File: src/rtl/hrst_pkg.sv
`timescale 1ns / 1ps

package hrst_pkg;

    localparam int SAMPLE_BITS = 10;
    localparam int LEVEL_W     = 10;
    localparam int PIX_W       = 11;
    localparam int TIME_W      = 32;
    localparam int SLICE_W     = 10;
    localparam int INDEX_W     = 16;
    localparam int CFG_IDX_W   = 2;
    localparam int CFG_DATA_W  = 11;

    // input tdata: time_us, hall_sample
    localparam int IN_FIELDS_W = TIME_W + SAMPLE_BITS;
    localparam int IN_W        = ((IN_FIELDS_W + 7) / 8) * 8;
    // output tdata: slice_index, revolutions
    localparam int OUT_FIELDS_W = SLICE_W + TIME_W;
    localparam int OUT_W        = ((OUT_FIELDS_W + 7) / 8) * 8;

    // product width of elapsed time by slice count
    localparam int NUM_W = TIME_W + PIX_W;
    localparam int CNT_W = $clog2(NUM_W);

    localparam int DIFF_W = ((SAMPLE_BITS > LEVEL_W) ? SAMPLE_BITS : LEVEL_W) + 1;

    localparam logic [LEVEL_W-1:0] NEUTRAL_RESET = LEVEL_W'(518);
    localparam logic [LEVEL_W-1:0] MARGIN_RESET  = LEVEL_W'(50);
    localparam logic [PIX_W-1:0]   PIXELS_RESET  = PIX_W'(64);
    localparam logic [PIX_W-1:0]   PIXELS_MAX    = PIX_W'(1024);
    localparam logic [TIME_W-1:0]  PERIOD_RESET  = TIME_W'(100000000);
    localparam logic [INDEX_W-1:0] INDEX_MAX     = '1;

    typedef enum logic [CFG_IDX_W-1:0] {
        REG_NEUTRAL = 2'd0,
        REG_MARGIN  = 2'd1,
        REG_PIXELS  = 2'd2,
        REG_SPARE   = 2'd3
    } cfg_reg_t;

    // clamp the slice count into 1..1024
    function automatic logic [PIX_W-1:0] eff_pixels(input logic [PIX_W-1:0] pix);
        logic [PIX_W-1:0] res;
        if (pix == '0) begin
            res = PIX_W'(1);
        end else if (pix > PIXELS_MAX) begin
            res = PIXELS_MAX;
        end else begin
            res = pix;
        end
        return res;
    endfunction

endpackage

File: src/rtl/hall_revolution_slice_tracker_core.sv
`timescale 1ns / 1ps

// Hall revolution slice tracker.
//
// Input stream (s_*): one transfer per sensor tick, carrying the microsecond
// timestamp and the raw Hall converter sample. A tick with a rising magnet
// detection latches the revolution period, restarts the revolution timer and
// bumps the revolution count. The tick then yields the angular slice index
// floor(elapsed * angular_pixels / period), saturated at 65535.
// Output stream (m_*): one transfer each time the slice index changes; tuser
// flags the dark slice (index at or beyond angular_pixels).
// Config port (cfg_*): always ready; write only while the block is idle.
//
// Flow: an accepted tick is multiplied (32x11) in ST_MUL, then divided in the
// restoring divider in ST_DIV (one quotient bit per cycle over the 43-bit
// product), and the result is registered out of ST_DONE.
// s_tready returns together with the result, so the block takes no new tick
// until the last one is through. A tick with a zero period skips the divider.
// A finished tick with a new index holds in its last state while the output
// register is full; reset restores the control state and configuration.
module hall_revolution_slice_tracker_core (
    input  logic                           aclk,
    input  logic                           aresetn,
    // config write channel
    input  logic                           cfg_valid,
    output logic                           cfg_ready,
    input  logic [hrst_pkg::CFG_IDX_W-1:0] cfg_index,
    input  logic [hrst_pkg::CFG_DATA_W-1:0] cfg_data,
    // input stream
    input  logic                           s_tvalid,
    output logic                           s_tready,
    // s_tdata fields from bit 0: time_us[31:0], hall_sample[SAMPLE_BITS-1:0], zero pad
    input  logic [hrst_pkg::IN_W-1:0]      s_tdata,
    // output stream
    output logic                           m_tvalid,
    input  logic                           m_tready,
    // m_tdata fields from bit 0: slice_index[9:0], revolutions[31:0], zero pad
    output logic [hrst_pkg::OUT_W-1:0]     m_tdata,
    // m_tuser fields from bit 0: show_blank
    output logic                           m_tuser
);
    import hrst_pkg::*;

    typedef enum logic [1:0] {
        ST_IDLE,
        ST_MUL,
        ST_DIV,
        ST_DONE
    } state_t;

    state_t                state_reg, state_next;

    logic [LEVEL_W-1:0]    neutral_reg, neutral_next;
    logic [LEVEL_W-1:0]    margin_reg, margin_next;
    logic [PIX_W-1:0]      pixels_reg, pixels_next;

    logic                  seen_reg, seen_next;
    logic [TIME_W-1:0]     start_reg, start_next;
    logic [TIME_W-1:0]     period_reg, period_next;
    logic [TIME_W-1:0]     count_reg, count_next;
    logic [INDEX_W-1:0]    slice_reg, slice_next;
    logic                  blank_shown_reg, blank_shown_next;

    logic [TIME_W-1:0]     elapsed_reg, elapsed_next;
    logic [NUM_W-1:0]      num_reg, num_next;
    logic [TIME_W-1:0]     rem_reg, rem_next;
    logic [INDEX_W-1:0]    quo_reg, quo_next;
    logic                  ovf_reg, ovf_next;
    logic [CNT_W-1:0]      cnt_reg, cnt_next;

    logic                  m_valid_reg, m_valid_next;
    logic [SLICE_W-1:0]    m_slice_reg, m_slice_next;
    logic                  m_blank_reg, m_blank_next;
    logic [TIME_W-1:0]     m_rev_reg, m_rev_next;

    // input field split
    logic [TIME_W-1:0]      in_time;
    logic [SAMPLE_BITS-1:0] in_sample;
    assign in_time   = s_tdata[TIME_W-1:0];
    assign in_sample = s_tdata[TIME_W +: SAMPLE_BITS];

    // magnet detection on the incoming sample
    logic signed [DIFF_W-1:0] diff;
    logic [DIFF_W-1:0]        diff_abs;
    logic                     det;
    assign diff = $signed({{(DIFF_W-SAMPLE_BITS){1'b0}}, in_sample})
                - $signed({{(DIFF_W-LEVEL_W){1'b0}}, neutral_reg});
    assign diff_abs = diff[DIFF_W-1] ? DIFF_W'(-diff) : DIFF_W'(diff);
    assign det = diff_abs > {{(DIFF_W-LEVEL_W){1'b0}}, margin_reg};

    logic [PIX_W-1:0] pix_eff;
    assign pix_eff = eff_pixels(pixels_reg);

    // one restoring division step: shift in the next product bit
    logic [TIME_W:0] div_shift;
    logic            div_ge;
    assign div_shift = {rem_reg, num_reg[NUM_W-1]};
    assign div_ge    = div_shift >= {1'b0, period_reg};

    logic [INDEX_W-1:0] idx;
    assign idx = ovf_reg ? INDEX_MAX : quo_reg;

    logic in_xfer, out_free;
    assign in_xfer  = s_tvalid && s_tready;
    assign out_free = !m_valid_reg || m_tready;

    always_comb begin
        state_next       = state_reg;
        neutral_next     = neutral_reg;
        margin_next      = margin_reg;
        pixels_next      = pixels_reg;
        seen_next        = seen_reg;
        start_next       = start_reg;
        period_next      = period_reg;
        count_next       = count_reg;
        slice_next       = slice_reg;
        blank_shown_next = blank_shown_reg;
        elapsed_next     = elapsed_reg;
        num_next         = num_reg;
        rem_next         = rem_reg;
        quo_next         = quo_reg;
        ovf_next         = ovf_reg;
        cnt_next         = cnt_reg;
        m_valid_next     = m_valid_reg;
        m_slice_next     = m_slice_reg;
        m_blank_next     = m_blank_reg;
        m_rev_next       = m_rev_reg;

        // retire the pending result
        if (m_valid_reg && m_tready) begin
            m_valid_next = 1'b0;
        end

        if (cfg_valid) begin
            case (cfg_reg_t'(cfg_index))
                REG_NEUTRAL: neutral_next = cfg_data[LEVEL_W-1:0];
                REG_MARGIN:  margin_next  = cfg_data[LEVEL_W-1:0];
                REG_PIXELS:  pixels_next  = cfg_data[PIX_W-1:0];
                default:     ;
            endcase
        end

        case (state_reg)
            ST_IDLE: begin
                if (in_xfer) begin
                    seen_next = det;
                    if (det && !seen_reg) begin
                        // rising detection: latch period, restart the turn
                        period_next  = in_time - start_reg;
                        start_next   = in_time;
                        count_next   = count_reg + TIME_W'(1);
                        elapsed_next = '0;
                    end else begin
                        elapsed_next = in_time - start_reg;
                    end
                    state_next = ST_MUL;
                end
            end
            ST_MUL: begin
                num_next = NUM_W'(elapsed_reg) * NUM_W'(pix_eff);
                rem_next = '0;
                quo_next = '0;
                cnt_next = '0;
                ovf_next = (period_reg == '0);
                state_next = (period_reg == '0) ? ST_DONE : ST_DIV;
            end
            ST_DIV: begin
                // the remainder stays below the period, so it fits the time width
                rem_next = TIME_W'(div_ge ? (div_shift - {1'b0, period_reg}) : div_shift);
                num_next = {num_reg[NUM_W-2:0], 1'b0};
                quo_next = {quo_reg[INDEX_W-2:0], div_ge};
                // any quotient bit above the index width saturates
                ovf_next = ovf_reg | quo_reg[INDEX_W-1];
                cnt_next = cnt_reg + CNT_W'(1);
                if (cnt_reg == CNT_W'(NUM_W - 1)) begin
                    state_next = ST_DONE;
                end
            end
            ST_DONE: begin
                if (idx == slice_reg) begin
                    state_next = ST_IDLE;
                end else if (out_free) begin
                    slice_next   = idx;
                    m_valid_next = 1'b1;
                    m_rev_next   = count_reg;
                    if (idx < {{(INDEX_W-PIX_W){1'b0}}, pix_eff}) begin
                        blank_shown_next = 1'b0;
                        m_slice_next     = idx[SLICE_W-1:0];
                        m_blank_next     = 1'b0;
                    end else begin
                        blank_shown_next = 1'b1;
                        m_slice_next     = '0;
                        m_blank_next     = 1'b1;
                    end
                    state_next = ST_IDLE;
                end
            end
            default: state_next = ST_IDLE;
        endcase
    end

    always_ff @(posedge aclk) begin
        if (!aresetn) begin
            state_reg       <= ST_IDLE;
            neutral_reg     <= NEUTRAL_RESET;
            margin_reg      <= MARGIN_RESET;
            pixels_reg      <= PIXELS_RESET;
            seen_reg        <= 1'b0;
            start_reg       <= '0;
            period_reg      <= PERIOD_RESET;
            count_reg       <= '0;
            slice_reg       <= '0;
            blank_shown_reg <= 1'b0;
            m_valid_reg     <= 1'b0;
            ovf_reg         <= 1'b0;
            cnt_reg         <= '0;
        end else begin
            state_reg       <= state_next;
            neutral_reg     <= neutral_next;
            margin_reg      <= margin_next;
            pixels_reg      <= pixels_next;
            seen_reg        <= seen_next;
            start_reg       <= start_next;
            period_reg      <= period_next;
            count_reg       <= count_next;
            slice_reg       <= slice_next;
            blank_shown_reg <= blank_shown_next;
            m_valid_reg     <= m_valid_next;
            ovf_reg         <= ovf_next;
            cnt_reg         <= cnt_next;
        end
        // datapath, no reset needed
        elapsed_reg <= elapsed_next;
        num_reg     <= num_next;
        rem_reg     <= rem_next;
        quo_reg     <= quo_next;
        m_slice_reg <= m_slice_next;
        m_blank_reg <= m_blank_next;
        m_rev_reg   <= m_rev_next;
    end

    assign cfg_ready = 1'b1;
    assign s_tready  = (state_reg == ST_IDLE);
    assign m_tvalid  = m_valid_reg;
    assign m_tuser   = m_blank_reg;
    assign m_tdata   = {{(OUT_W-OUT_FIELDS_W){1'b0}}, m_rev_reg, m_slice_reg};

    // the blank flag on a pending transfer matches the tracked blank state
    a_blank_track: assert property (@(posedge aclk) disable iff (!aresetn)
        m_valid_reg |-> (m_blank_reg == blank_shown_reg))
        else $error("pending blank flag disagrees with tracked blank state");

    // a shown slice lies inside the configured slice count
    a_slice_range: assert property (@(posedge aclk) disable iff (!aresetn)
        (m_valid_reg && !m_blank_reg) |->
            ({1'b0, m_slice_reg} < pix_eff))
        else $error("shown slice outside slice count");

    // an accepted tick keeps the block busy on the next cycle
    a_busy_after_accept: assert property (@(posedge aclk) disable iff (!aresetn)
        in_xfer |=> !s_tready)
        else $error("input ready right after accept");

endmodule

File: config.mk
export PLATFORM = sky130hd
export DESIGN_NAME = hall_revolution_slice_tracker_core
export DESIGN_NICKNAME = d
export VERILOG_FILES = /design/src/rtl/hrst_pkg.sv /design/src/rtl/hall_revolution_slice_tracker_core.sv
export SDC_FILE = /design/constraint.sdc
export NUM_CORES = 2
export LEC_CHECK = 0
export BUFFER_PORTS_ARGS = -buffer_cell sky130_fd_sc_hd__buf_2
export CAP_MARGIN = 20
export CORE_ASPECT_RATIO = 0.9
export CORE_MARGIN = 2
export CORE_UTILIZATION = 24
export DETAILED_ROUTE_END_ITERATION = 8
export MAX_ROUTING_LAYER = met4
export PLACE_DENSITY_LB_ADDON = 0.3
export RECOVER_POWER = 25
export REMOVE_ABC_BUFFERS = 1
export SLEW_MARGIN = 20
export SYNTH_ARGS = -nofsm -noshare
export SYNTH_HDL_FRONTEND = slang
export SYNTH_SLANG_ARGS = --single-unit
File: constraint.sdc
create_clock -name aclk -period 20.6 [get_ports aclk]
set_input_delay 2.06 -clock aclk [delete_from_list [all_inputs] [get_ports aclk]]
set_output_delay 2.06 -clock aclk [all_outputs]
set_load 0.03 [all_outputs]
* Word level (Yosys, flattened, before mapping)
Index checks and enable logic that the tools add are counted.
** Storage, ports and cells
- Logic and storage cells :: 81
- Bits of input ports :: 66
- Flip-flop bits (word level) :: 320
- Output and inout bits :: 52
** Cells by class
- Multiply operators :: 1
- Reductions and logical operators :: 18
- Equality and inequality tests :: 10
- Mux-type cells :: 21
- Magnitude comparators :: 4
- Bitwise operators :: 2
- Add/subtract/negate cells :: 6
** Operators by type and width (count)
- $pmux 43 s2 :: 1
- $pmux 32 s2 :: 1
- $sub 32x32->32 :: 2
- $mul 32x11->43 :: 1
- $ge 33x32->1 :: 1
- $mux 11 :: 3
- $add 32x1->32 const B :: 1
- $logic_not 32->1 :: 1
- $mux 32 :: 1
- $pmux 16 s2 :: 1
- $eq 16x16->1 :: 1
- $lt 16x11->1 :: 1
- $mux 16 :: 1
- $pmux 6 s2 :: 1
- $gt 11x10->1 :: 1
- $gt 11x11->1 const B :: 1
- $logic_not 11->1 :: 1
- $neg 11->11 :: 1
- $sub 10x10->11 :: 1
- $reduce_and 3->1 :: 3
- $mux 2 :: 4
- $pmux 2 s4 :: 1
- $reduce_and 2->1 :: 4
- $add 6x1->6 const B :: 1
- other kinds (15) :: 27

* Depth between registers and ports, before layout
- Depth after elaboration :: 6
- Mapped depth :: 26
- Gate-level depth less buffers :: 25

* Worst setup path before layout
No wires, ideal clock.
- Kind :: register to register
- From :: register pixels_reg[4]
- To :: register num_reg[33], data pin
- Stages on the path, launching flop included :: 24
- Setup slack :: 13.779 ns
- Setup time :: 0.260 ns
- Period minus slack after synthesis :: 6.821 ns
- Data arrival time :: 6.560 ns
- Path buffers :: 2
- Cell sequence :: dfxtp_1 > nor4_1 > nand3_1 > o21ai_0 > and2_1 > clkbuf_1 > clkbuf_1 > nand2_1 > fa_1 > inv_1 > fa_1 > fa_1 > fa_1 > inv_1 > fa_1 > inv_1 > ha_1 > nand3_1 > or4b_2 > a41o_1 > a21boi_0 > a31oi_1 > mux2_2 > nand2_1
** Between the ends
- Cells in the longest elaborated chain, start to end :: 5
- Elaborated cells between the ends (all ways) :: 6
** RTL lines
- start, declared :: RTL line hall_revolution_slice_tracker_core.sv:55 : logic [PIX_W-1:0] pixels_reg, pixels_next;
- start signal, assigned :: RTL line hall_revolution_slice_tracker_core.sv:221 : pixels_reg <= pixels_next;
- $gt 11x11->1 :: RTL line hrst_pkg.sv:46 : end else if (pix > PIXELS_MAX) begin
- $mux 11 :: RTL line hrst_pkg.sv:46
- $mux 11 (*) :: RTL line hrst_pkg.sv:44 : if (pix == '0) begin
- $mul 32x11->43 (*) :: RTL line hall_revolution_slice_tracker_core.sv:160 : num_next = NUM_W'(elapsed_reg) * NUM_W'(pix_eff);
- $pmux 43 s2 (*) :: RTL line hall_revolution_slice_tracker_core.sv:143 : case (state_reg)
- named net num_next[33] :: RTL line hall_revolution_slice_tracker_core.sv:65 : logic [NUM_W-1:0] num_reg, num_next;
- end signal, assigned :: RTL line hall_revolution_slice_tracker_core.sv:234 : num_reg <= num_next;
- end, declared :: RTL line hall_revolution_slice_tracker_core.sv:65
Mark *: on every way through the listed nets, which the timed path passes. The rest lies on a longest branch.
A chain may end at the register's enable or synchronous reset.

* Final worst setup path
- From :: register pixels_reg[6]
- To :: register num_reg[42], data pin
The elaborated chain is that of the path after synthesis.

==> metrics.yaml <==
drt:
  drt_wl_total_um: 76000
  wire_per_inst_um: 15.6
  ant_nets: 0
  drt_first_pass_iters: 5
  via_per_inst: 4.49
  vias: 21900
  drt_iter0_markers: 1117
  drc_errors: 0
synth:
  synth_top_flop_cell: "edfxtp_1"
  synth-seq-cells: 320
  yosys.area.top_type: "fa_1"
  syn_area_per_cell_um2: 8.84
  ys_top_cells_by_area: "fa_1 (19%), edfxtp_1 (17%), dfxtp_1 (11%)"
  yosys_warnings: 0
  synthCells: 3236
  async_flop_share_pct: 0
  netlist_area_um2: 28600
  synth.distinct_cells: 71
  yosysTopAreaCellShare_pct: 19.0
  ys_seq_area_share_pct: 28.2
  synth_edf_count: 166
sta:
  timing.final.ws_setup_ps: 12010
  finalHoldViolCount: 0
  max_clock_freq_mhz: 116
  maxSlewHeadroom_pct: -140
  worst_pin_slew_ps: 3610
  rsz0062_at_grt: "no"
  fin_skew_ps: 38.6
  fin_tns_setup_ps: 0
  maxSlewViolCount: 142
  setup_viol: 0
  layout_worst_path_cycle_share_pct: 41.7
  layout_min_cycle_time_ps: 8590
die:
  die_y_um: 331
  rows: 120
  ios: 118
  initial_core_util_pct: 24.1
  dieArea_um2: 122000
  coreArea_um2: 119000
  dieWidth_um: 368
pwr:
  leakagePower_nw: 13.8
  peakVddDrop_mv: 0.0685
  pwr_density_cell_nw_per_um2: 126
placement:
  gp_congestion: 0.826
  port_buffers: 104
  dp_hpwl_um: 55900
  place_ws_ps: 11970
final_layout:
  drive_gt1_share_pct: 7.44
  areaGrowthSynthToFinish_pct: 12.4
  fill_cells: 12800
  largest_reg_flops: 43
  nets: 3768
clock_network:
  clk_pin_slew_ps: 60
  htree_num_levels: 2
  clk_latency_ps: 600
  cts_buffer_depth: 3
  cts_resized: 0
  clock-sinks: 320
  ctsHoldBuffers: 0
  cts-root-buf: "clkbuf_16"
  cts_post_setup_buffers_inserted: 0
  numCtsBuffers: 40
  cts_tree: "yes"
grt:
  grt_overflow: 0
  grt_pass1_vias: 22200
  grt_pass1_wl_um: 124000
  antenna_found_initial: 2
  grt_use_total_pct: 12.9
  grt_max_degree: 78
setup_path:
  cp_cell_sequence: "nor4_1, nand3_1, o21ai_1, buf_4, and2_1, nand2_1, fa_1, inv_1, fa_1, fa_1, fa_1, inv_1, fa_1, inv_1, ha_1, nand3_1, nor3_1, nand2_1, nor2_1, o211ai_1, a211oi_1, buf_4, o21ai_0, a221oi_1"
  crit_slowest_cell: "and2_1"
  setup.worst_path.class: "flip-flop to flip-flop"
  crit_start: "pixels_reg[6]"
  cp-start-kind: "flip-flop"
  required_ps: 20900
  cp.arrival_ps: 8880
  critPathMaxStageDelay_ps: 890
  path_max_fanout: 30
  cp_num_buf_inv: 5
  cpMostUsedCell: "fa_1"
  worstReg2RegStart: "pixels_reg[6]"
  endpoint_kind: "flip-flop"
  crit_family: "adder cells"
flow_run:
  maxCapViolCount: 3
worst_hold_path:
  min_path_type: "flip-flop to flip-flop"
  hold_path_startpoint: "start_reg[23]"
outcome:
  violations: "max-capacitance violations, max-slew violations"
  status: "complete, but fails checks"
## synth_stat cells (all sizes together) (5+ instances only)
library cell,count
nand2,466
inv,444
fa,272
a21oi,213
ha,182
edfxtp,166
dfxtp,154
and2,149
clkbuf,142
nor2,127
o21ai,117
nand3,67
xnor2,61
a21o,55
and3,51
nor2b,49
nor3,47
xor2,41
o21a,34
mux2i,33
o211ai,33
nand4,30
buf,25
o31ai,23
or3,23
nand2b,20
a211oi,18
nor4,18
or2,15
or4,14
o21bai,13
o22ai,12
a31oi,10
a221oi,9
nor3b,9
o31a,9
a211o,7
mux2,7
a311o,6
a2111oi,5
a21boi,5
a311oi,5
and4,5
o2111ai,5
## layer usage
layer,vias to the layer above,global-route usage [%],routed length (um)
met5,-,-,0
met1,10700,17.9,38200
li1,10800,-,-
met3,88,1.69,2630
met2,295,19.8,33600
met4,0,2.94,1540
## worst register-to-register path: stages, from the launching register on
cell	delay, ps
dfxtp_1	560
nor4_1	350
nand3_1	190
o21ai_1	160
buf_4	300
and2_1	890
nand2_1	200
fa_1	570
inv_1	50
fa_1	470
fa_1	520
fa_1	550
inv_1	60
fa_1	550
inv_1	50
ha_1	450
nand3_1	130
nor3_1	310
nand2_1	120
nor2_1	360
o211ai_1	300
a211oi_1	330
buf_4	190
o21ai_0	90
a221oi_1	530
## area by class of cell
type	instances	area, um2	area share [%]
Timing Repair Buffer	132	723	2.25
Clock inverter	22	260	0.809
Tap cell	1586	1980	6.17
Clock buffer	52	1180	3.67
Sequential cell	320	8070	25.1
Antenna cell	1	2.50	0.00778
Multi-Input combinational cell	2310	18300	56.8
Inverter	444	1670	5.19
## power breakdown
part           internal, W  leakage (nW)  switching, W
Sequential        0.000964          2.90      0.000203
Clock             0.000448         0.694      0.000308
Combinational     0.000803          10.2       0.00134
Total              0.00221          13.8       0.00185
## stage by stage
step | cells | instance area (um2) | utilization, % | hold WS [ps] | power [W]
finish | 4867 | 32100 | 27.1 | 452 | 0.00406
global route | 4867 | 32100 | 27.1 | 467 | 0.00445
CTS | 4866 | 32200 | 27.1 | 455 | 0.00410
detailed placement | 4792 | 30700 | 25.9 | 447 | 0.00332
global placement | 4792 | 30700 | 25.9 | 442 | 0.00331
floorplan | 3074 | 27900 | - | 431 | 0.00269
## placed cells by master, fill, tap and decap left out, types with 23 or more instances in the layout
cell type  netlist  final
nand4_1         30     30
ha_1           182    182
xor2_1          41     41
nor3_1          47     47
dfxtp_1        154    154
nand3_1         67     67
inv_1          443    442
buf_2           10    104
nor2_1         127    127
o21ai_0        117    116
a21oi_1        213    211
o31ai_1         23     23
or3_1           23     23
mux2i_1         33     33
o211ai_1        33     33
edfxtp_1       166    166
and3_1          51     51
and2_1         149    141
xnor2_1         61     61
nand2_1        466    466
nor2b_1         49     42
o21a_1          34     34
buf_4            7     26
fa_1           272    272
clkbuf_16        0     43
a21o_1          55     55
## kinds of logic (layout without fill, tap and decap cells)
logic type | after synthesis | count (layout) | synth area share [%]
AND/OR/NAND/NOR | 1101 | 1101 | 18.6
other | 2 | 8 | 0.0263
buffers and inverters | 611 | 650 | 8.16
AO/OA/AOI/OAI | 606 | 606 | 13.4
XOR/XNOR | 102 | 102 | 3.12
flip-flops | 320 | 320 | 28.2
adder cells (fa/ha/maj) | 454 | 454 | 27.0
multiplexers | 40 | 40 | 1.43
## final timing paths
check	endpoint	slack, ps	depth (start not counted)
worst max-delay path	num_reg[42]	12010	24
worst min-delay path	start_reg[23]	450	2
worst max register to register	num_reg[42]	12010	24
worst min register to register	start_reg[23]	450	2
No activity file was read; power rests on OpenSTA's default activity.
